**config.mk**
```make
export PLATFORM = sky130hd
export DESIGN_NAME = staged_rail_power_sequencer_flat
export DESIGN_NICKNAME = d
export VERILOG_FILES = /design/src/rps_pkg.sv /design/src/rps_item_if.sv /design/src/rps_result_if.sv /design/src/rps_cfg_regs.sv /design/src/rps_seq_core.sv /design/src/staged_rail_power_sequencer.sv /design/src/flat_wrapper.sv
export VERILOG_INCLUDE_DIRS = /design/src /design/src/src
export SDC_FILE = /design/constraint.sdc
export NUM_CORES = 1
export LEC_CHECK = 0
export ABC_AREA = 1
export ABC_CLOCK_PERIOD_IN_PS = 5400
export BUFFER_PORTS_ARGS = -buffer_cell sky130_fd_sc_hd__buf_2
export CORE_UTILIZATION = 41
export DETAILED_ROUTE_END_ITERATION = 12
export SLEW_MARGIN = 20
export SYNTH_ARGS = -nofsm -noshare
export SYNTH_HDL_FRONTEND = slang
export SYNTH_SLANG_ARGS = --single-unit
```
**constraint.sdc**
```tcl
create_clock -name i_clk -period 5.4 [get_ports i_clk]
set_clock_uncertainty 0.15 [all_clocks]
set_input_delay 0.54 -clock i_clk [delete_from_list [all_inputs] [get_ports i_clk]]
set_output_delay 0.54 -clock i_clk [all_outputs]
set_load 0.02 [all_outputs]
```
**src/staged_rail_power_sequencer_macros.svh**
```systemverilog
// ----------------------------------------------------------------------------
// Assertion macros for the staged rail power sequencer.
// Defining ASSERT_OFF removes every check from the build.
// ----------------------------------------------------------------------------
`ifndef STAGED_RAIL_POWER_SEQUENCER_MACROS_SVH
`define STAGED_RAIL_POWER_SEQUENCER_MACROS_SVH

`ifndef ASSERT_OFF
// Same-cycle implication, disabled while reset is held.
`define RPS_ASSERT_IMPL(lbl, clk, rst_n, ante, cons, msg) \
    lbl: assert property (@(posedge clk) disable iff (!rst_n) (ante) |-> (cons)) \
        else $error(msg);
// Next-cycle implication, disabled while reset is held.
`define RPS_ASSERT_NEXT(lbl, clk, rst_n, ante, cons, msg) \
    lbl: assert property (@(posedge clk) disable iff (!rst_n) (ante) |=> (cons)) \
        else $error(msg);
`else
`define RPS_ASSERT_IMPL(lbl, clk, rst_n, ante, cons, msg)
`define RPS_ASSERT_NEXT(lbl, clk, rst_n, ante, cons, msg)
`endif

`endif

```
**src/rps_pkg.sv**
```systemverilog
// ----------------------------------------------------------------------------
// rps_pkg
// Types, codes and stage tables shared by the rail power sequencer.
// ----------------------------------------------------------------------------
`default_nettype none

package rps_pkg;

    localparam int DEVICE_COUNT_DEF = 2;
    localparam int DEVICE_MAX       = 4;

    localparam int CMD_W      = 2;
    localparam int GOOD_W     = 11;
    localparam int EN_W       = 12;
    localparam int RST_W      = 2;
    localparam int FLAG_W     = 2;
    localparam int CFG_IDX_W  = 2;
    localparam int CFG_DATA_W = 16;
    localparam int DELAY_W    = 16;
    localparam int RETRY_W    = 4;
    localparam int STAGE_W    = 3;
    localparam int RAIL_IDX_W = 2;
    localparam int RAIL_W     = 4;

    typedef logic [CMD_W-1:0]      t_cmd;
    typedef logic [CFG_IDX_W-1:0]  t_cfg_idx;
    typedef logic [STAGE_W-1:0]    t_stage;
    typedef logic [RAIL_IDX_W-1:0] t_rail_idx;
    typedef logic [RAIL_W-1:0]     t_rail;
    typedef logic [EN_W-1:0]       t_enables;

    localparam t_cmd CMD_TICK = 2'd0;
    localparam t_cmd CMD_ON   = 2'd1;
    localparam t_cmd CMD_OFF  = 2'd2;

    localparam t_cfg_idx CFG_CHECK_DELAY     = 2'd0;
    localparam t_cfg_idx CFG_RETRY_LIMIT     = 2'd1;
    localparam t_cfg_idx CFG_DISCHARGE_DELAY = 2'd2;
    localparam t_cfg_idx CFG_RESET_DELAY     = 2'd3;

    localparam logic [DELAY_W-1:0] CHECK_DELAY_RST     = 16'd100;
    localparam logic [RETRY_W-1:0] RETRY_LIMIT_RST     = 4'd5;
    localparam logic [DELAY_W-1:0] DISCHARGE_DELAY_RST = 16'd100;
    localparam logic [DELAY_W-1:0] RESET_DELAY_RST     = 16'd100;

    // Stages with extra duties.
    localparam t_stage STG_OFF_RESET_DROP = 3'd3;
    localparam t_stage STG_OFF_DISCHARGE  = 3'd4;
    localparam t_stage STG_ON_VTT         = 3'd6;
    localparam t_stage STAGE_END          = 3'd7;

    localparam logic [RST_W-1:0] RST_RELEASED = 2'b11;

    typedef struct packed {
        logic [CMD_W-1:0]  cmd;
        logic [GOOD_W-1:0] good_dev0;
        logic [GOOD_W-1:0] good_dev1;
    } t_item;

    typedef struct packed {
        logic [DELAY_W-1:0] check_delay;
        logic [RETRY_W-1:0] retry_limit;
        logic [DELAY_W-1:0] discharge_delay;
        logic [DELAY_W-1:0] reset_delay;
    } t_cfg;

    typedef struct packed {
        logic [EN_W-1:0]   enables_dev0;
        logic [EN_W-1:0]   enables_dev1;
        logic [RST_W-1:0]  resets_dev0;
        logic [RST_W-1:0]  resets_dev1;
        logic              card_ok;
        logic [FLAG_W-1:0] devices_on;
        logic              busy_res;
        logic [FLAG_W-1:0] failed;
    } t_result;

    // Enables set by each power-on stage.
    function automatic t_enables on_mask(input t_stage s);
        case (s)
            3'd0:    on_mask = 12'h02A;
            3'd1:    on_mask = 12'h001;
            3'd2:    on_mask = 12'h004;
            3'd3:    on_mask = 12'h010;
            3'd4:    on_mask = 12'h0C0;
            3'd5:    on_mask = 12'h300;
            3'd6:    on_mask = 12'hC00;
            default: on_mask = 12'h000;
        endcase
    endfunction

    // Enables cleared by each power-off stage.
    function automatic t_enables off_mask(input t_stage s);
        case (s)
            3'd0:    off_mask = 12'hC00;
            3'd1:    off_mask = 12'h300;
            3'd2:    off_mask = 12'h0C0;
            3'd3:    off_mask = 12'h034;
            3'd4:    off_mask = 12'h008;
            3'd5:    off_mask = 12'h002;
            3'd6:    off_mask = 12'h001;
            default: off_mask = 12'h000;
        endcase
    endfunction

    function automatic t_rail_idx on_cnt(input t_stage s);
        case (s)
            3'd0:    on_cnt = 2'd3;
            3'd1:    on_cnt = 2'd0;
            3'd2:    on_cnt = 2'd1;
            3'd3:    on_cnt = 2'd1;
            3'd4:    on_cnt = 2'd2;
            3'd5:    on_cnt = 2'd2;
            3'd6:    on_cnt = 2'd2;
            default: on_cnt = 2'd0;
        endcase
    endfunction

    function automatic t_rail_idx off_cnt(input t_stage s);
        case (s)
            3'd0:    off_cnt = 2'd2;
            3'd1:    off_cnt = 2'd2;
            3'd2:    off_cnt = 2'd2;
            3'd3:    off_cnt = 2'd3;
            3'd4:    off_cnt = 2'd1;
            3'd5:    off_cnt = 2'd1;
            default: off_cnt = 2'd0;
        endcase
    endfunction

    // Power-good bit checked for the given rail slot of a power-on stage.
    function automatic t_rail on_rail(input t_stage s, input t_rail_idx r);
        case (s)
            3'd0:    on_rail = (r == 2'd0) ? 4'd0 : ((r == 2'd1) ? 4'd2 : 4'd4);
            3'd2:    on_rail = 4'd1;
            3'd3:    on_rail = 4'd3;
            3'd4:    on_rail = (r == 2'd0) ? 4'd5 : 4'd6;
            3'd5:    on_rail = (r == 2'd0) ? 4'd7 : 4'd8;
            3'd6:    on_rail = (r == 2'd0) ? 4'd9 : 4'd10;
            default: on_rail = 4'd0;
        endcase
    endfunction

    // Power-good bit checked for the given rail slot of a power-off stage.
    function automatic t_rail off_rail(input t_stage s, input t_rail_idx r);
        case (s)
            3'd0:    off_rail = (r == 2'd0) ? 4'd9 : 4'd10;
            3'd1:    off_rail = (r == 2'd0) ? 4'd7 : 4'd8;
            3'd2:    off_rail = (r == 2'd0) ? 4'd5 : 4'd6;
            3'd3:    off_rail = (r == 2'd0) ? 4'd1 : ((r == 2'd1) ? 4'd3 : 4'd4);
            3'd4:    off_rail = 4'd2;
            default: off_rail = 4'd0;
        endcase
    endfunction

endpackage

`default_nettype wire

```
**src/rps_item_if.sv**
```systemverilog
// ----------------------------------------------------------------------------
// rps_item_if
// Valid/ready channel that carries one command and the power-good samples of two devices.
// ----------------------------------------------------------------------------
`default_nettype none

interface rps_item_if import rps_pkg::*; ();
    logic              valid;
    logic              ready;
    logic [CMD_W-1:0]  cmd;
    logic [GOOD_W-1:0] good_dev0;
    logic [GOOD_W-1:0] good_dev1;

    modport source (output valid, output cmd, output good_dev0, output good_dev1,
                    input ready);
    modport sink   (input valid, input cmd, input good_dev0, input good_dev1,
                    output ready);
endinterface

`default_nettype wire

```
**src/rps_result_if.sv**
```systemverilog
// ----------------------------------------------------------------------------
// rps_result_if
// Valid/ready channel that carries the sequencer outputs after each item.
// ----------------------------------------------------------------------------
`default_nettype none

interface rps_result_if import rps_pkg::*; ();
    logic              valid;
    logic              ready;
    logic [EN_W-1:0]   enables_dev0;
    logic [EN_W-1:0]   enables_dev1;
    logic [RST_W-1:0]  resets_dev0;
    logic [RST_W-1:0]  resets_dev1;
    logic              card_ok;
    logic [FLAG_W-1:0] devices_on;
    logic              busy_res;
    logic [FLAG_W-1:0] failed;

    modport source (output valid, output enables_dev0, output enables_dev1,
                    output resets_dev0, output resets_dev1, output card_ok,
                    output devices_on, output busy_res, output failed,
                    input ready);
    modport sink   (input valid, input enables_dev0, input enables_dev1,
                    input resets_dev0, input resets_dev1, input card_ok,
                    input devices_on, input busy_res, input failed,
                    output ready);
endinterface

`default_nettype wire

```
**src/rps_cfg_regs.sv**
```systemverilog
// ----------------------------------------------------------------------------
// rps_cfg_regs
// Timing and retry registers, written through a plain write port.
// ----------------------------------------------------------------------------
`default_nettype none

module rps_cfg_regs import rps_pkg::*; (
    input  logic                  i_clk,
    input  logic                  i_rst_n,
    input  logic                  i_we,
    input  t_cfg_idx              i_idx,
    input  logic [CFG_DATA_W-1:0] i_data,
    output t_cfg                  o_cfg
);

    t_cfg r_cfg;

    always_ff @(posedge i_clk) begin
        if (!i_rst_n) begin
            r_cfg.check_delay     <= CHECK_DELAY_RST;
            r_cfg.retry_limit     <= RETRY_LIMIT_RST;
            r_cfg.discharge_delay <= DISCHARGE_DELAY_RST;
            r_cfg.reset_delay     <= RESET_DELAY_RST;
        end else if (i_we) begin
            case (i_idx)
                CFG_CHECK_DELAY:     r_cfg.check_delay     <= i_data[DELAY_W-1:0];
                CFG_RETRY_LIMIT:     r_cfg.retry_limit     <= i_data[RETRY_W-1:0];
                CFG_DISCHARGE_DELAY: r_cfg.discharge_delay <= i_data[DELAY_W-1:0];
                CFG_RESET_DELAY:     r_cfg.reset_delay     <= i_data[DELAY_W-1:0];
                default: begin
                end
            endcase
        end
    end

    assign o_cfg = r_cfg;

endmodule

`default_nettype wire

```
**src/rps_seq_core.sv**
```systemverilog
// ----------------------------------------------------------------------------
// rps_seq_core
// Sequencer state and the single-pass next-state logic for one item.
// ----------------------------------------------------------------------------
`default_nettype none
`include "staged_rail_power_sequencer_macros.svh"

module rps_seq_core import rps_pkg::*; #(
    parameter int DEVICE_COUNT = DEVICE_COUNT_DEF
) (
    input  logic    i_clk,
    input  logic    i_rst_n,
    input  logic    i_step,
    input  t_item   i_item,
    input  t_cfg    i_cfg,
    output t_result o_next
);

    localparam int DEV_W        = (DEVICE_COUNT > 1) ? $clog2(DEVICE_COUNT) : 1;
    localparam int DEV_HI       = (DEVICE_COUNT > 1) ? 1 : 0;
    localparam int ENTRY_PASSES = 2;

    localparam logic [1:0] PH_IDLE = 2'd0;
    localparam logic [1:0] PH_ON   = 2'd1;
    localparam logic [1:0] PH_OFF  = 2'd2;

    localparam logic [1:0] SUB_DISCHARGE = 2'd0;
    localparam logic [1:0] SUB_SETTLE    = 2'd1;
    localparam logic [1:0] SUB_CHECK     = 2'd2;

    logic [1:0]         r_phase,   n_phase;
    logic [DEV_W-1:0]   r_dev,     n_dev;
    t_stage             r_stage,   n_stage;
    t_rail_idx          r_rail,    n_rail;
    logic [RETRY_W-1:0] r_attempt, n_attempt;
    logic [DELAY_W-1:0] r_wait,    n_wait;
    logic [1:0]         r_sub,     n_sub;
    t_enables           r_en      [DEVICE_COUNT];
    t_enables           n_en      [DEVICE_COUNT];
    logic [RST_W-1:0]   r_rst     [DEVICE_COUNT];
    logic [RST_W-1:0]   n_rst     [DEVICE_COUNT];
    logic [DELAY_W-1:0] r_tmr_cnt [DEVICE_COUNT];
    logic [DELAY_W-1:0] n_tmr_cnt [DEVICE_COUNT];
    logic [DEVICE_COUNT-1:0] r_tmr_act, n_tmr_act;
    logic [DEVICE_COUNT-1:0] r_on,      n_on;
    logic [DEVICE_COUNT-1:0] r_fail,    n_fail;
    logic               r_card,    n_card;

    logic [GOOD_W-1:0]  gd [DEVICE_COUNT];
    logic [DELAY_W-1:0] eff_chk;
    logic [RETRY_W-1:0] eff_rty;
    logic [DEVICE_MAX-1:0] on_ext;
    logic [DEVICE_MAX-1:0] fail_ext;

    // A zero check delay or retry limit behaves as one.
    assign eff_chk = (i_cfg.check_delay == '0) ? DELAY_W'(1) : i_cfg.check_delay;
    assign eff_rty = (i_cfg.retry_limit == '0) ? RETRY_W'(1) : i_cfg.retry_limit;

    // Only the first two devices have power-good inputs.
    always_comb begin
        for (int d = 0; d < DEVICE_COUNT; d++) begin
            gd[d] = (d == 0) ? i_item.good_dev0 :
                    ((d == 1) ? i_item.good_dev1 : '0);
        end
    end

    always_comb begin
        logic               pend;
        logic               fail;
        logic               ok;
        logic               wait_done;
        logic [DELAY_W-1:0] thr;
        logic [DELAY_W-1:0] tmr_dec;
        t_rail_idx          cnt;
        t_rail              rail;
        logic               good_bit;

        n_phase   = r_phase;
        n_dev     = r_dev;
        n_stage   = r_stage;
        n_rail    = r_rail;
        n_attempt = r_attempt;
        n_wait    = r_wait;
        n_sub     = r_sub;
        n_en      = r_en;
        n_rst     = r_rst;
        n_tmr_cnt = r_tmr_cnt;
        n_tmr_act = r_tmr_act;
        n_on      = r_on;
        n_fail    = r_fail;
        n_card    = r_card;

        pend     = 1'b0;
        fail     = 1'b0;
        ok       = 1'b0;
        tmr_dec  = '0;
        cnt      = '0;
        rail     = '0;
        good_bit = 1'b0;
        thr       = (r_sub == SUB_DISCHARGE) ? i_cfg.discharge_delay : eff_chk;
        wait_done = ({1'b0, r_wait} + 17'd1) >= {1'b0, thr};

        case (i_item.cmd)
            CMD_TICK: begin
                // Release timers count before the sequencer moves.
                for (int d = 0; d < DEVICE_COUNT; d++) begin
                    if (r_tmr_act[d]) begin
                        tmr_dec = r_tmr_cnt[d] - DELAY_W'(1);
                        if (tmr_dec == '0) begin
                            n_rst[d]     = RST_RELEASED;
                            n_tmr_act[d] = 1'b0;
                            n_tmr_cnt[d] = '0;
                        end else begin
                            n_tmr_cnt[d] = tmr_dec;
                        end
                    end
                end
                if (r_phase != PH_IDLE) begin
                    if (r_stage == STAGE_END) begin
                        pend = 1'b1;
                    end else if (r_sub == SUB_DISCHARGE) begin
                        if (wait_done) begin
                            n_en[r_dev] = n_en[r_dev] & ~off_mask(r_stage);
                            if (r_stage == STG_OFF_RESET_DROP) begin
                                n_rst[r_dev]     = '0;
                                n_tmr_act[r_dev] = 1'b0;
                                n_tmr_cnt[r_dev] = '0;
                            end
                            n_sub  = SUB_SETTLE;
                            n_wait = '0;
                        end else begin
                            n_wait = r_wait + DELAY_W'(1);
                        end
                    end else if (r_sub == SUB_SETTLE) begin
                        if (wait_done) begin
                            n_wait    = '0;
                            n_sub     = SUB_CHECK;
                            n_rail    = '0;
                            n_attempt = '0;
                            if (off_cnt(r_stage) == '0) begin
                                n_stage = r_stage + STAGE_W'(1);
                                pend    = 1'b1;
                            end
                        end else begin
                            n_wait = r_wait + DELAY_W'(1);
                        end
                    end else begin
                        if (!wait_done) begin
                            n_wait = r_wait + DELAY_W'(1);
                        end else begin
                            n_wait = '0;
                            cnt = (r_phase == PH_ON) ? on_cnt(r_stage) : off_cnt(r_stage);
                            if (r_rail >= cnt) begin
                                n_stage = r_stage + STAGE_W'(1);
                                pend    = 1'b1;
                            end else begin
                                rail = (r_phase == PH_ON) ? on_rail(r_stage, r_rail) :
                                                            off_rail(r_stage, r_rail);
                                good_bit = gd[r_dev][rail];
                                // Power on waits for good high, power off for good low.
                                if (good_bit == (r_phase == PH_ON)) begin
                                    n_rail    = r_rail + RAIL_IDX_W'(1);
                                    n_attempt = '0;
                                    if (n_rail >= cnt) begin
                                        n_stage = r_stage + STAGE_W'(1);
                                        pend    = 1'b1;
                                    end
                                end else begin
                                    n_attempt = r_attempt + RETRY_W'(1);
                                    if (n_attempt >= eff_rty) begin
                                        fail = 1'b1;
                                        pend = 1'b1;
                                    end
                                end
                            end
                        end
                    end
                end
            end
            CMD_ON: begin
                if (r_phase == PH_IDLE && !r_card) begin
                    n_fail  = '0;
                    n_dev   = '0;
                    n_stage = '0;
                    n_phase = PH_ON;
                    pend    = 1'b1;
                end
            end
            CMD_OFF: begin
                if (r_phase == PH_IDLE && r_card) begin
                    n_card  = 1'b0;
                    n_fail  = '0;
                    n_dev   = '0;
                    n_stage = '0;
                    n_phase = PH_OFF;
                    pend    = 1'b1;
                end
            end
            default: begin
            end
        endcase

        // Stage entry. Two passes cover the longest chain: closing a device and
        // entering the first stage of the next, or passing the clock stage.
        for (int k = 0; k < ENTRY_PASSES; k++) begin
            if (pend) begin
                if (n_phase == PH_IDLE) begin
                    pend = 1'b0;
                end else if (n_stage == STAGE_END || fail) begin
                    ok   = !fail;
                    fail = 1'b0;
                    n_on[n_dev] = (n_phase == PH_ON) ? ok : !ok;
                    if (!ok) begin
                        n_fail[n_dev] = 1'b1;
                    end
                    n_stage = '0;
                    if (n_dev == DEV_W'(DEVICE_COUNT - 1)) begin
                        if (n_phase == PH_ON && n_on == '1) begin
                            n_card = 1'b1;
                        end
                        n_phase = PH_IDLE;
                        n_dev   = '0;
                    end else begin
                        n_dev = n_dev + DEV_W'(1);
                    end
                end else begin
                    n_wait    = '0;
                    n_rail    = '0;
                    n_attempt = '0;
                    if (n_phase == PH_ON) begin
                        n_en[n_dev] = n_en[n_dev] | on_mask(n_stage);
                        if (n_stage == STG_ON_VTT) begin
                            if (i_cfg.reset_delay == '0) begin
                                n_rst[n_dev]     = RST_RELEASED;
                                n_tmr_act[n_dev] = 1'b0;
                                n_tmr_cnt[n_dev] = '0;
                            end else begin
                                n_tmr_act[n_dev] = 1'b1;
                                n_tmr_cnt[n_dev] = i_cfg.reset_delay;
                            end
                        end
                        n_sub = SUB_CHECK;
                        if (on_cnt(n_stage) != '0) begin
                            pend = 1'b0;
                        end else begin
                            n_stage = n_stage + STAGE_W'(1);
                        end
                    end else begin
                        if (n_stage == STG_OFF_DISCHARGE && i_cfg.discharge_delay != '0) begin
                            n_sub = SUB_DISCHARGE;
                        end else begin
                            n_en[n_dev] = n_en[n_dev] & ~off_mask(n_stage);
                            if (n_stage == STG_OFF_RESET_DROP) begin
                                n_rst[n_dev]     = '0;
                                n_tmr_act[n_dev] = 1'b0;
                                n_tmr_cnt[n_dev] = '0;
                            end
                            n_sub = SUB_SETTLE;
                        end
                        pend = 1'b0;
                    end
                end
            end
        end
    end

    always_ff @(posedge i_clk) begin
        if (!i_rst_n) begin
            r_phase   <= PH_IDLE;
            r_dev     <= '0;
            r_stage   <= '0;
            r_rail    <= '0;
            r_attempt <= '0;
            r_wait    <= '0;
            r_sub     <= SUB_DISCHARGE;
            for (int d = 0; d < DEVICE_COUNT; d++) begin
                r_en[d]      <= '0;
                r_rst[d]     <= '0;
                r_tmr_cnt[d] <= '0;
            end
            r_tmr_act <= '0;
            r_on      <= '0;
            r_fail    <= '0;
            r_card    <= 1'b0;
        end else if (i_step) begin
            r_phase   <= n_phase;
            r_dev     <= n_dev;
            r_stage   <= n_stage;
            r_rail    <= n_rail;
            r_attempt <= n_attempt;
            r_wait    <= n_wait;
            r_sub     <= n_sub;
            r_en      <= n_en;
            r_rst     <= n_rst;
            r_tmr_cnt <= n_tmr_cnt;
            r_tmr_act <= n_tmr_act;
            r_on      <= n_on;
            r_fail    <= n_fail;
            r_card    <= n_card;
        end
    end

    assign on_ext   = DEVICE_MAX'(n_on);
    assign fail_ext = DEVICE_MAX'(n_fail);

    assign o_next.enables_dev0 = n_en[0];
    assign o_next.enables_dev1 = (DEVICE_COUNT > 1) ? n_en[DEV_HI] : '0;
    assign o_next.resets_dev0  = n_rst[0];
    assign o_next.resets_dev1  = (DEVICE_COUNT > 1) ? n_rst[DEV_HI] : '0;
    assign o_next.card_ok      = n_card;
    assign o_next.devices_on   = on_ext[FLAG_W-1:0];
    assign o_next.busy_res     = (n_phase != PH_IDLE);
    assign o_next.failed       = fail_ext[FLAG_W-1:0];

    `RPS_ASSERT_IMPL(a_idle_home, i_clk, i_rst_n, r_phase == PH_IDLE, r_dev == '0 && r_stage == '0, "idle sequencer left away from the first device and stage")
    `RPS_ASSERT_IMPL(a_card_idle, i_clk, i_rst_n, r_card, r_phase == PH_IDLE, "card ok high while a sequence runs")
    `RPS_ASSERT_IMPL(a_timer_live, i_clk, i_rst_n, r_tmr_act[0], r_tmr_cnt[0] != '0, "active release timer holds zero")
    `RPS_ASSERT_IMPL(a_rail_bound, i_clk, i_rst_n, r_phase != PH_IDLE, r_rail != '1, "rail slot ran past the last rail of a stage")
    `RPS_ASSERT_NEXT(a_on_start, i_clk, i_rst_n, i_step && i_item.cmd == CMD_ON && r_phase == PH_IDLE && !r_card, r_phase == PH_ON && r_fail == '0, "power on request did not start a clean sequence")

endmodule

`default_nettype wire

```
**src/staged_rail_power_sequencer.sv**
```systemverilog
// ----------------------------------------------------------------------------
// staged_rail_power_sequencer: two-device staged rail power sequencer.
// Path: an item waits in the input register; its result is registered when it advances.
// Throughput: one item per cycle while the result is taken, set by the single-pass sequencer update.
// Stalls: the input stalls only while both the input and result registers hold.
// Reset: synchronous active low; clears all sequencer state, config to defaults.
// ----------------------------------------------------------------------------
`default_nettype none

module staged_rail_power_sequencer import rps_pkg::*; #(
    parameter int DEVICE_COUNT = DEVICE_COUNT_DEF
) (
    input  logic                  i_clk,
    input  logic                  i_rst_n,
    rps_item_if.sink              i_in,
    rps_result_if.source          o_out,
    input  logic                  i_cfg_we,
    input  logic [CFG_IDX_W-1:0]  i_cfg_idx,
    input  logic [CFG_DATA_W-1:0] i_cfg_data
);

    t_item   r_in;
    logic    r_in_valid;
    t_result r_out;
    logic    r_out_valid;
    logic    advance;
    logic    in_xfer;
    t_cfg    cfg;
    t_result next_res;

    // The buffered item moves on whenever the result register is free or drains.
    assign advance   = r_in_valid && (!r_out_valid || o_out.ready);
    assign i_in.ready = !r_in_valid || advance;
    assign in_xfer   = i_in.valid && i_in.ready;

    always_ff @(posedge i_clk) begin
        if (!i_rst_n) begin
            r_in_valid <= 1'b0;
        end else if (in_xfer) begin
            r_in_valid <= 1'b1;
        end else if (advance) begin
            r_in_valid <= 1'b0;
        end
    end

    always_ff @(posedge i_clk) begin
        if (in_xfer) begin
            r_in.cmd       <= i_in.cmd;
            r_in.good_dev0 <= i_in.good_dev0;
            r_in.good_dev1 <= i_in.good_dev1;
        end
    end

    always_ff @(posedge i_clk) begin
        if (!i_rst_n) begin
            r_out_valid <= 1'b0;
        end else if (advance) begin
            r_out_valid <= 1'b1;
        end else if (o_out.ready) begin
            r_out_valid <= 1'b0;
        end
    end

    always_ff @(posedge i_clk) begin
        if (advance) begin
            r_out <= next_res;
        end
    end

    rps_cfg_regs u_cfg (
        .i_clk   (i_clk),
        .i_rst_n (i_rst_n),
        .i_we    (i_cfg_we),
        .i_idx   (i_cfg_idx),
        .i_data  (i_cfg_data),
        .o_cfg   (cfg)
    );

    rps_seq_core #(
        .DEVICE_COUNT (DEVICE_COUNT)
    ) u_core (
        .i_clk   (i_clk),
        .i_rst_n (i_rst_n),
        .i_step  (advance),
        .i_item  (r_in),
        .i_cfg   (cfg),
        .o_next  (next_res)
    );

    assign o_out.valid        = r_out_valid;
    assign o_out.enables_dev0 = r_out.enables_dev0;
    assign o_out.enables_dev1 = r_out.enables_dev1;
    assign o_out.resets_dev0  = r_out.resets_dev0;
    assign o_out.resets_dev1  = r_out.resets_dev1;
    assign o_out.card_ok      = r_out.card_ok;
    assign o_out.devices_on   = r_out.devices_on;
    assign o_out.busy_res     = r_out.busy_res;
    assign o_out.failed       = r_out.failed;

endmodule

`default_nettype wire
```
**src/flat_wrapper.sv**
```systemverilog
// flat-port wrapper written by rule: the top's interface ports become plain ports
module staged_rail_power_sequencer_flat import rps_pkg::*;
#(
    parameter int DEVICE_COUNT = DEVICE_COUNT_DEF
)
  (i_clk, i_rst_n, i_cfg_we, i_cfg_idx, i_cfg_data, i_in_valid, i_in_cmd, i_in_good_dev0, i_in_good_dev1, i_in_ready, o_out_valid, o_out_enables_dev0, o_out_enables_dev1, o_out_resets_dev0, o_out_resets_dev1, o_out_card_ok, o_out_devices_on, o_out_busy_res, o_out_failed, o_out_ready);
  rps_item_if i_in_i ();
  rps_result_if o_out_i ();
  input  logic i_clk;
  input  logic i_rst_n;
  input  logic i_cfg_we;
  input  logic [CFG_IDX_W-1:0] i_cfg_idx;
  input  logic [CFG_DATA_W-1:0] i_cfg_data;
  input wire logic [$bits(i_in_i.valid)-1:0] i_in_valid;
  input wire logic [$bits(i_in_i.cmd)-1:0] i_in_cmd;
  input wire logic [$bits(i_in_i.good_dev0)-1:0] i_in_good_dev0;
  input wire logic [$bits(i_in_i.good_dev1)-1:0] i_in_good_dev1;
  output wire logic [$bits(i_in_i.ready)-1:0] i_in_ready;
  output wire logic [$bits(o_out_i.valid)-1:0] o_out_valid;
  output wire logic [$bits(o_out_i.enables_dev0)-1:0] o_out_enables_dev0;
  output wire logic [$bits(o_out_i.enables_dev1)-1:0] o_out_enables_dev1;
  output wire logic [$bits(o_out_i.resets_dev0)-1:0] o_out_resets_dev0;
  output wire logic [$bits(o_out_i.resets_dev1)-1:0] o_out_resets_dev1;
  output wire logic [$bits(o_out_i.card_ok)-1:0] o_out_card_ok;
  output wire logic [$bits(o_out_i.devices_on)-1:0] o_out_devices_on;
  output wire logic [$bits(o_out_i.busy_res)-1:0] o_out_busy_res;
  output wire logic [$bits(o_out_i.failed)-1:0] o_out_failed;
  input wire logic [$bits(o_out_i.ready)-1:0] o_out_ready;
  assign i_in_i.valid = i_in_valid;
  assign i_in_i.cmd = i_in_cmd;
  assign i_in_i.good_dev0 = i_in_good_dev0;
  assign i_in_i.good_dev1 = i_in_good_dev1;
  assign i_in_ready = i_in_i.ready;
  assign o_out_valid = o_out_i.valid;
  assign o_out_enables_dev0 = o_out_i.enables_dev0;
  assign o_out_enables_dev1 = o_out_i.enables_dev1;
  assign o_out_resets_dev0 = o_out_i.resets_dev0;
  assign o_out_resets_dev1 = o_out_i.resets_dev1;
  assign o_out_card_ok = o_out_i.card_ok;
  assign o_out_devices_on = o_out_i.devices_on;
  assign o_out_busy_res = o_out_i.busy_res;
  assign o_out_failed = o_out_i.failed;
  assign o_out_i.ready = o_out_ready;
  staged_rail_power_sequencer #(.DEVICE_COUNT(DEVICE_COUNT)) u_core (.i_clk(i_clk), .i_rst_n(i_rst_n), .i_in(i_in_i), .o_out(o_out_i), .i_cfg_we(i_cfg_we), .i_cfg_idx(i_cfg_idx), .i_cfg_data(i_cfg_data));
endmodule
```
# Yosys cells after proc, flatten, opt, wreduce, memory -nomap -nowiden
# Index checks and enable logic that the tools add are counted.
# totals
reg_bits	209
inputBits	47
out_inout_bits	36
elab_cells	587
# classes
n_addsub	11
order_cmp	17
eq_ne	34
muxes	398
bitwise_logic	35
reduce_logical	58
# op_table
operator	n
32-bit two-way mux	22
12-bit two-way mux	35
12-bit case mux with 7 select lines	5
24-bit two-way mux	15
16-bit two-way mux	21
2-bit two-way mux	115
4-bit two-way mux	54
24-bit bitwise mux	5
32-bit AND	3
32-bit NOT	3
3-bit two-way mux	26
1-bit two-way mux	69
32-bit bitwise mux	2
16-bit logical NOT	4
16-bit demux with 1-bit select	3
12-bit AND	3
12-bit demux with 1-bit select	3
3-bit == test (second input constant)	12
12-bit NOT	3
11-bit two-way mux	3
16-bit by 1-bit subtractor with 16-bit output (second input constant)	2
12-bit OR	2
2-bit case mux with 3 select lines	4
4-bit case mux with 6 select lines	1
46 further kinds	138

# Logic depth before layout (Yosys ltp)
# Gate-level depths: netlist of the first run.
# logic_depth
depth_word	59
ltp_mapped	49
mapped_depth_nobuf	48

# Hierarchy
# From an unflattened synthesis of the first run, not the netlist that was laid out.
# unflattened
cells_unflattened	2335
area_unflattened_um2	15195.8
# modules_own_cells
mod	instances	cells_per_inst	area_per_inst_um2	seq_area_each_um2
rps_seq_core	1	1946	11175.7	1941.9
rps_cfg_regs	1	318	2183.3	1041.0
staged_rail_power_sequencer	1	71	1836.8	1781.7

# Least setup slack after synthesis of the first run
# No wires, ideal clock.
# synth_path
kind	reg2reg
start	register u_core.u_core.r_wait[2]
end	register u_core.r_out (netlist bit u_core.o_out.enables_dev1[4]), data pin
setup_time_ps	258
arrival_ps	5110
required_time_ps	4992
path_slack_ps	-118
stages_incl_launch_ff	48
n_path_buf	2
period_less_slack_ps	5518
path_cell_list	dfxtp_1 nand3_1 nor3_1 nand2_1 nor2_1 nand2_1 nor3_1 nand2_1 nor2_1 nand2_1 xor2_1 inv_1 ha_1 inv_1 o211ai_1 inv_1 nand2_1 nor2_2 (+12 left out) nand2_2 inv_2 nand2_2 nor2_8 o211ai_2 nand2_2 inv_2 nor2_1 ha_1 inv_1 nand2_4 inv_2 nand3_4 buf_2 nor2_1 nand2_1 nand2_1 nand2_1
# synth_rtl
item	line_no	source
start, declared	rps_seq_core.sv:36	logic [DELAY_W-1:0] r_wait, n_wait;
start signal, assigned	rps_seq_core.sv:291	r_wait <= n_wait;
end signal, assigned	staged_rail_power_sequencer.sv:66	r_out <= next_res;
end, declared	staged_rail_power_sequencer.sv:24	t_result r_out;

# Worst setup path in the final report of the first run
# layout_path
start	register u_core.u_core.r_wait[7]
end	register u_core.u_core.r_tmr_act[0]
# layout_between
elab_chain_cells	28
elab_cells_between_ends	98
classes_between	add/sub (2); order compare (3); eq/ne (11); mux (67); bitwise (5); reduce/logical (10)
# layout_lines
item	line_no	source
16-bit by 1-bit adder with 17-bit output (*)	rps_seq_core.sv:101	wait_done = ({1'b0, r_wait} + 17'd1) >= {1'b0, thr};
17-bit by 16-bit >= comparator with 1-bit output (*)	rps_seq_core.sv:101	
3-bit two-way mux (on tied branches)	rps_seq_core.sv:148, rps_seq_core.sv:135	
3-bit two-way mux	rps_seq_core.sv:134	end else if (r_sub == SUB_SETTLE) begin
3-bit two-way mux	rps_seq_core.sv:121	end else if (r_sub == SUB_DISCHARGE) begin
3-bit two-way mux	rps_seq_core.sv:119	if (r_stage == STAGE_END) begin
3-bit two-way mux	rps_seq_core.sv:118	if (r_phase != PH_IDLE) begin
3-bit case mux with 3 select lines	rps_seq_core.sv:103	case (i_item.cmd)
(+12 left out)	--	
3-bit two-way mux	rps_seq_core.sv:206	if (pend) begin
3-bit by 2-bit == test with 1-bit output / 3-bit == test (equally long branches)	rps_seq_core.sv:253, rps_seq_core.sv:249	
2-bit two-way mux / 1-bit logical AND (equally long branches)	rps_seq_core.sv:253, rps_seq_core.sv:249	
2-bit two-way mux	rps_seq_core.sv:249	if (n_stage == STG_OFF_DISCHARGE && i_cfg.discharge_delay != '0) begin
2-bit two-way mux	rps_seq_core.sv:230	if (n_phase == PH_ON) begin
2-bit two-way mux	rps_seq_core.sv:209	end else if (n_stage == STAGE_END || fail) begin
2-bit two-way mux	rps_seq_core.sv:207	if (n_phase == PH_IDLE) begin
2-bit two-way mux (*)	rps_seq_core.sv:206	
end signal, assigned	rps_seq_core.sv:296	r_tmr_act <= n_tmr_act;
end, declared	rps_seq_core.sv:44	logic [DEVICE_COUNT-1:0] r_tmr_act, n_tmr_act;
# Mark *: on every way between the ends. The rest lies on a longest branch, timed or not. The select of a mux whose other input is x is not followed.
# A chain may end at the register's enable or synchronous reset.

==> results of run 1 <==
## placed cells by master, fill, tap and decap left out, drive strengths merged, types with 7 or more instances in the layout
master / count
dfxtp: 151
nand3b: 7
o211ai: 24
ha: 49
clkinv: 7
nand3: 152
o21ai: 218
edfxtp: 58
nor2: 236
nor3: 28
dlygate4sd3: 22
nand2: 490
buf: 196
clkbuf: 41
a21oi: 169
xor2: 31
nand4: 31
a31oi: 19
inv: 286
nor4: 19
o22ai: 28
o32ai: 7
## layer usage
| metal | wire length, um | vias to the layer above | GRT usage [%] |
|---|---|---|---|
| li1 | - | 7469 | - |
| met2 | 21900 | 512 | 42.0 |
| met1 | 21500 | 7080 | 36.0 |
| met5 | 0 | - | 0 |
| met4 | 1110 | 0 | 6.64 |
| met3 | 3010 | 81 | 3.08 |
## worst register-to-register path: cells and delay by family (launching register included)
family | cells | cell delay (ns)
fa+ha+maj | 3 | 0.67
flops | 1 | 0.44
buf+inv | 11 | 1.08
simple gates | 20 | 2.17
xor+xnor | 1 | 0.21
compound gates | 4 | 0.44
## registers in the layout, summed over array words and instances, names as in the netlist, 3 cells and up
signal	cells
u_core.u_core.r_attempt	4
u_core.r_in	24
u_core.o_out.enables_dev0	12
u_core.u_core.r_en	24
u_core.u_core.r_wait	16
u_core.o_out.enables_dev1	12
u_core.u_core.r_tmr_cnt	32
u_core.u_core.r_rst	4
u_core.u_cfg.o_cfg	52
u_core.u_core.r_stage	3
## through the flow
step | hold WS, ns | setup TNS, ns
after floorplan | 0.280 | 0
after global placement | 0.304 | 0
after detailed placement | 0.310 | -2.54
after CTS | 0.000000333 | 0
after global routing | 0.0102 | -17.95
final | 0.0212 | 0
## logic make-up (layout without fill, tap and decap cells)
| family | count (synthesis) | in the layout |
|---|---|---|
| muxes | 7 | 7 |
| buffers and inverters | 378 | 557 |
| xor gates and xnor gates | 37 | 37 |
| adders and majority gates | 49 | 49 |
| and+or+nand+nor | 967 | 967 |
| AOI/OAI and AO/OA | 497 | 497 |
| DFF | 209 | 209 |
## layout make-up
cell class | instances | area (sq um)
Inverter | 287 | 1100
Multi-Input combinational cell | 1557 | 8770
Timing Repair Buffer | 220 | 1670
Clock inverter | 11 | 119
Fill cell | 3483 | 16900
Sequential cell | 209 | 4770
Clock buffer | 39 | 761
Tap cell | 455 | 569
## power groups by stage
| stage | clock network [mW] | registers, mW | logic (mW) |
|---|---|---|---|
| floorplan | 0 | 1.80 | 0.623 |
| global placement | 0 | 1.80 | 0.881 |
| detailed placement | 0 | 1.80 | 0.896 |
| CTS | 1.83 | 1.77 | 0.919 |
| global route | 1.89 | 1.78 | 1.08 |
| finish | 1.80 | 1.77 | 0.972 |
## repair_timing
item / CTS / global route
setup buffers: 7 / 9
pin swaps: 25 / 54
endpoints found under the setup margin: 97 / 126
resized for setup: 28 / 145
hold buffers: 22 / 0
gates cloned: 0 / 2
endpoints found under the hold margin: 22 / 0
## worst max path at each step
| stage | endpoint | slack, ns | cells past startpoint |
|---|---|---|---|
| floorplan | u_core.o_out.enables_dev1[4] | 0.04 | 47 |
| global placement | u_core.u_core.r_en[5] | 0.004 | 45 |
| detailed placement | u_core.u_core.r_en[5] | -0.13 | 46 |
| CTS | u_core.u_core.r_en[19] | 0.0007 | 46 |
| global route | u_core.u_core.r_en[5] | -0.26 | 42 |
| finish | u_core.u_core.r_tmr_act[0] | 0.13 | 39 |
==> impl_metrics.env, run 1 <==
export IMPL_p_total_mw=4.54
export IMPL_path_common_cell="nand4_1"
export IMPL_r2r_slack_ns=0.13
export IMPL_grt_pass1_wl_um=74700
export IMPL_grt_max_degree=90
export IMPL_end_kind="register"
export IMPL_post_drt_wl_per_cell_um=17.1
export IMPL_critPathMaxStageDelay_ns=0.44
export IMPL_synth_compound_area_share_pct=19.2
export IMPL_internal_power_mw=3.11
export IMPL_reg2reg_to="u_core.u_core.r_tmr_act[0]"
export IMPL_ys_types=58
export IMPL_reg2reg_from="u_core.u_core.r_wait[7]"
export IMPL_groute_usage_overall_pct=25.8
export IMPL_core_sq_um=34600
export IMPL_max_cap_violations=0
export IMPL_diodes=0
export IMPL_start_util_pct=41.7
export IMPL_status="completed"
export IMPL_layout_cells_non_filler=2778
export IMPL_hp_start="i_in_good_dev1[5]"
export IMPL_fin_util_pct=51.3
export IMPL_place_congestion=0.953
export IMPL_period_share_pct=97.6
export IMPL_ant_nets=0
export IMPL_max_freq_mhz=190
export IMPL_pin_count=83
export IMPL_dr_pass1_iters=8
export IMPL_synth_xor_area_share_pct=2.24
export IMPL_antenna_found_initial=0
export IMPL_synthMuxAreaShare_pct=0.494
export IMPL_synth_top_family_by_area="simple AND/OR/NAND/NOR gates"
export IMPL_cts_path_max_buffers=3
export IMPL_crit_start="u_core.u_core.r_wait[7]"
export IMPL_ir_worst_vdd_v=0.000222
export IMPL_yosysMostFrequentCell="nand2_1"
export IMPL_critPathLaunchType="register"
export IMPL_synthAdderAreaFrac_pct=4.25
export IMPL_critPathKind="register to register"
export IMPL_clk_pin_slew_ns=0.06
export IMPL_final_setup_worst_slack_ns=0.130
export IMPL_grt_ovfl_total=0
export IMPL_wl_um=47600
export IMPL_cp_data_arrival_time_ns=5.56
export IMPL_hold_depth=1
export IMPL_io_buffers=82
export IMPL_synth_area_leaders="dfxtp_1 (21%), edfxtp_1 (12%), nand2_1 (12%)"
export IMPL_cp_slowest_cell="dfxtp_1"
export IMPL_p_comb_share_pct=21.4
export IMPL_syn_nets=2240
export IMPL_nNetsFinal=2398
export IMPL_setup_viol=0
export IMPL_drc=0
export IMPL_synth_yosys_seq_area_share_pct=33.0
export IMPL_switching_share_pct=31.5
export IMPL_hold_viol=0
export IMPL_areaGrowthSynthToFinish_pct=23.0
export IMPL_hp_class="input pin to register"
export IMPL_syn_avg_cell_area_sq_um=6.74
export IMPL_synthCells=2144
export IMPL_crit_buf_inv=11
export IMPL_clock_latency_ns=0.56
export IMPL_synthFlopType="dfxtp_1"
export IMPL_die_y_um=190
export IMPL_synth_top_cell_area_share_pct=20.9
export IMPL_ys_ff_latch=209
export IMPL_p_per_area_nw_per_um2=256
export IMPL_cts_root_buf="clkbuf_16"
export IMPL_seqPwrFrac_pct=39.1
export IMPL_finalMaxSlewViolations=0
export IMPL_dp_cells=2688
export IMPL_dr_total_vias=15100
export IMPL_period_minus_slack_ns=5.27
export IMPL_critPathTopFamily="simple AND/OR/NAND/NOR gates"
export IMPL_rsz0062_at_grt="true"
export IMPL_relSlewSlack_pct=24.1
export IMPL_cts_max_level=1
export IMPL_drtIter0Drc=1201
export IMPL_synth_edf_count=58
export IMPL_dieWidth_um=190
export IMPL_p_sw_mw=1.43
export IMPL_rows=68
export IMPL_clockPowerShare_pct=39.5
export IMPL_p_leak_nw=8.04
export IMPL_cts_tree="built"
export IMPL_pre_cts_ws_ns=-0.128
export IMPL_yosysWarnings=0
export IMPL_vias_per_cell=5.45
export IMPL_tightest_slew_ns=1.14
export IMPL_synth_simple_gate_area_share_pct=30.2
export IMPL_ys_top_cells_by_count="nand2_1 (450), inv_1 (266), nor2_1 (217)"
export IMPL_design_area_sq_um=17800
export IMPL_dp_hpwl_um=33900
export IMPL_reg2reg_depth=39
export IMPL_worstPathRequired_ns=5.69
export IMPL_async_reset_ff_share_pct=0
export IMPL_synth_area_sq_um=14400
export IMPL_worstPathMaxFanout=17
export IMPL_cts_sinks=209
export IMPL_drive_gt1_share_pct=19.7
export IMPL_grt_pass1_vias=13900
export IMPL_placed_cell_area_sq_um=15800
export IMPL_synth_largest_area_cell="dfxtp_1"
export IMPL_die_area_sq_um=36000
export IMPL_whs_endpoint="u_core.r_in[5]"
export IMPL_cts_inserted_buffers=27
(Power assumes the default switching activity.)
==> inputs of run 2 (changes only) <==
BUFFER_PORTS_ARGS = -buffer_cell sky130_fd_sc_hd__buf_4   (was -buffer_cell sky130_fd_sc_hd__buf_2)
==> impl_metrics.env, run 2 (same netlist as run 1, synthesis figures left out) <==
export IMPL_status="finished with violations"
export IMPL_violations="negative setup slack"
export IMPL_max_cap_violations=0
export IMPL_p_leak_nw=8.13
export IMPL_dr_total_vias=15100
export IMPL_period_share_pct=101
export IMPL_cts_max_level=1
export IMPL_ir_worst_vdd_v=0.000214
export IMPL_nNetsFinal=2389
export IMPL_pre_cts_ws_ns=-0.104
export IMPL_cp_slowest_cell="dfxtp_4"
export IMPL_final_setup_worst_slack_ns=-0.0366
export IMPL_cp_data_arrival_time_ns=5.72
export IMPL_groute_usage_overall_pct=25.2
export IMPL_relSlewSlack_pct=26.3
export IMPL_cts_path_max_buffers=3
export IMPL_rsz0062_at_grt="true"
export IMPL_tightest_slew_ns=1.11
export IMPL_setup_viol=8
export IMPL_cts_inserted_buffers=26
export IMPL_period_minus_slack_ns=5.44
export IMPL_die_y_um=190
export IMPL_cts_tree="built"
export IMPL_vias_per_cell=5.45
export IMPL_timing_hold_ws_ns=0.0250
export IMPL_max_freq_mhz=184
export IMPL_post_drt_wl_per_cell_um=17.1
export IMPL_place_congestion=0.957
export IMPL_r2r_slack_ns=-0.04
export IMPL_start_util_pct=41.7
export IMPL_grt_pass1_vias=13700
export IMPL_hp_class="input pin to register"
export IMPL_worstPathRequired_ns=5.68
export IMPL_final_common_cell="nand2_1"
export IMPL_dieWidth_um=190
export IMPL_ant_nets=0
export IMPL_dp_hpwl_um=33700
export IMPL_cts_sinks=209
export IMPL_diodes=0
export IMPL_finalMaxSlewViolations=0
export IMPL_end_kind="register"
export IMPL_p_per_area_nw_per_um2=253
export IMPL_hold_buffers=0
export IMPL_wl_um=47400
export IMPL_dr_pass1_iters=6
export IMPL_path_common_cell="nand2_1"
export IMPL_pin_count=83
export IMPL_rows=68
export IMPL_drive_gt1_share_pct=20.3
export IMPL_critPathKind="register to register"
export IMPL_clock_latency_ns=0.54
export IMPL_grt_max_degree=90
export IMPL_worstPathMaxFanout=4
export IMPL_critPathMaxStageDelay_ns=0.37
export IMPL_clk_pin_slew_ns=0.06
export IMPL_drc=0
export IMPL_grt_ovfl_total=0
export IMPL_grt_pass1_wl_um=73100
export IMPL_core_sq_um=34600
export IMPL_cts_root_buf="clkbuf_16"
export IMPL_hold_viol=0
export IMPL_die_area_sq_um=36000
export IMPL_areaGrowthSynthToFinish_pct=23.8
export IMPL_io_buffers=82
export IMPL_layout_common_cells="nand2_1 (429), inv_1 (256), nor2_1 (204)"
export IMPL_largest_reg_flops=52
export IMPL_antenna_found_initial=0
export IMPL_critPathLaunchType="register"
export IMPL_drtIter0Drc=1421
-- run 2: cell types whose count changed in the layout (fill, tap and decap cells not counted), sizes merged --
| cell | previous run | this run |
|---|---|---|
| nand2 | 490 | 491 |
| inv | 286 | 287 |
| clkbuf | 41 | 44 |
| clkinv | 7 | 6 |
| buf | 196 | 206 |
| dlygate4sd3 | 22 | 0 |
| clkinvlp | 3 | 1 |
-- run 2: worst paths after layout --
kind	startpoint	end	cells after the start
max reg2reg	u_core.u_core.r_wait[0]	u_core.u_core.r_en[11]	45
max	u_core.u_core.r_wait[0]	u_core.u_core.r_en[11]	45
min	i_in_cmd[0]	u_core.r_in[22]	1
min reg2reg	u_core.u_cfg.o_cfg[45]	u_core.u_cfg.o_cfg[45]	2
-- run 2: final cells by class --
type                    instances  area (sq um)
fillers                      3317         16700
clock buffers                  39           761
clock inverters                 9           108
inverters                     287          1090
flip-flops and latches        209          4770
repair buffers                211          1820
multi-input cells            1558          8760
well taps                     455           569
-- run 2: per-layer routing --
layer  vias to the layer above  part of all wire (%)  GRT usage, %
met5                         -                     0             0
met4                         0                   2.3          6.45
met3                        81                   6.1          3.28
met2                       516                    46          40.9
met1                      7038                    46          35.0
li1                       7459                     -             -
-- run 2: where the power goes --
| group | leakage (nW) | switching, mW | internal [mW] |
|---|---|---|---|
| Combinational | 5.91 | 0.636 | 0.337 |
| Sequential | 1.80 | 0.0673 | 1.70 |
| Clock | 0.425 | 0.710 | 1.07 |
-- run 2: timing repair --
| item | in CTS | in global routing |
|---|---|---|
| pin swaps | 4 | 49 |
| buffers inserted | 1 | 22 |
| resized for setup | 13 | 161 |
| gates cloned | 0 | 6 |
| endpoints found under the setup margin | 78 | 121 |
-- run 2: worst max-delay path: cells and delay by family, from the launching register on --
kind,cells,cell delay [ns]
AOI/OAI and AO/OA,3,0.32
xor gates and xnor gates,1,0.19
adders and majority gates,3,0.62
buffers and inverters,9,0.68
DFF,1,0.37
and+or+nand+nor,29,2.99
-- run 2: per-stage QoR --
stage | util, % | area [sq um] | std cells | total power [mW] | TNS [ns]
2_1_floorplan | - | 14500 | 2144 | 2.42 | 0
3_3_place_gp | 46.2 | 16000 | 2691 | 2.71 | 0
3_5_place_dp | 46.2 | 16000 | 2691 | 2.72 | -2.44
4_1_cts | 48.9 | 16900 | 2740 | 4.51 | 0
5_1_grt | 51.6 | 17900 | 2768 | 4.74 | -29.51
6_report | 51.6 | 17900 | 2768 | 4.53 | -0.134
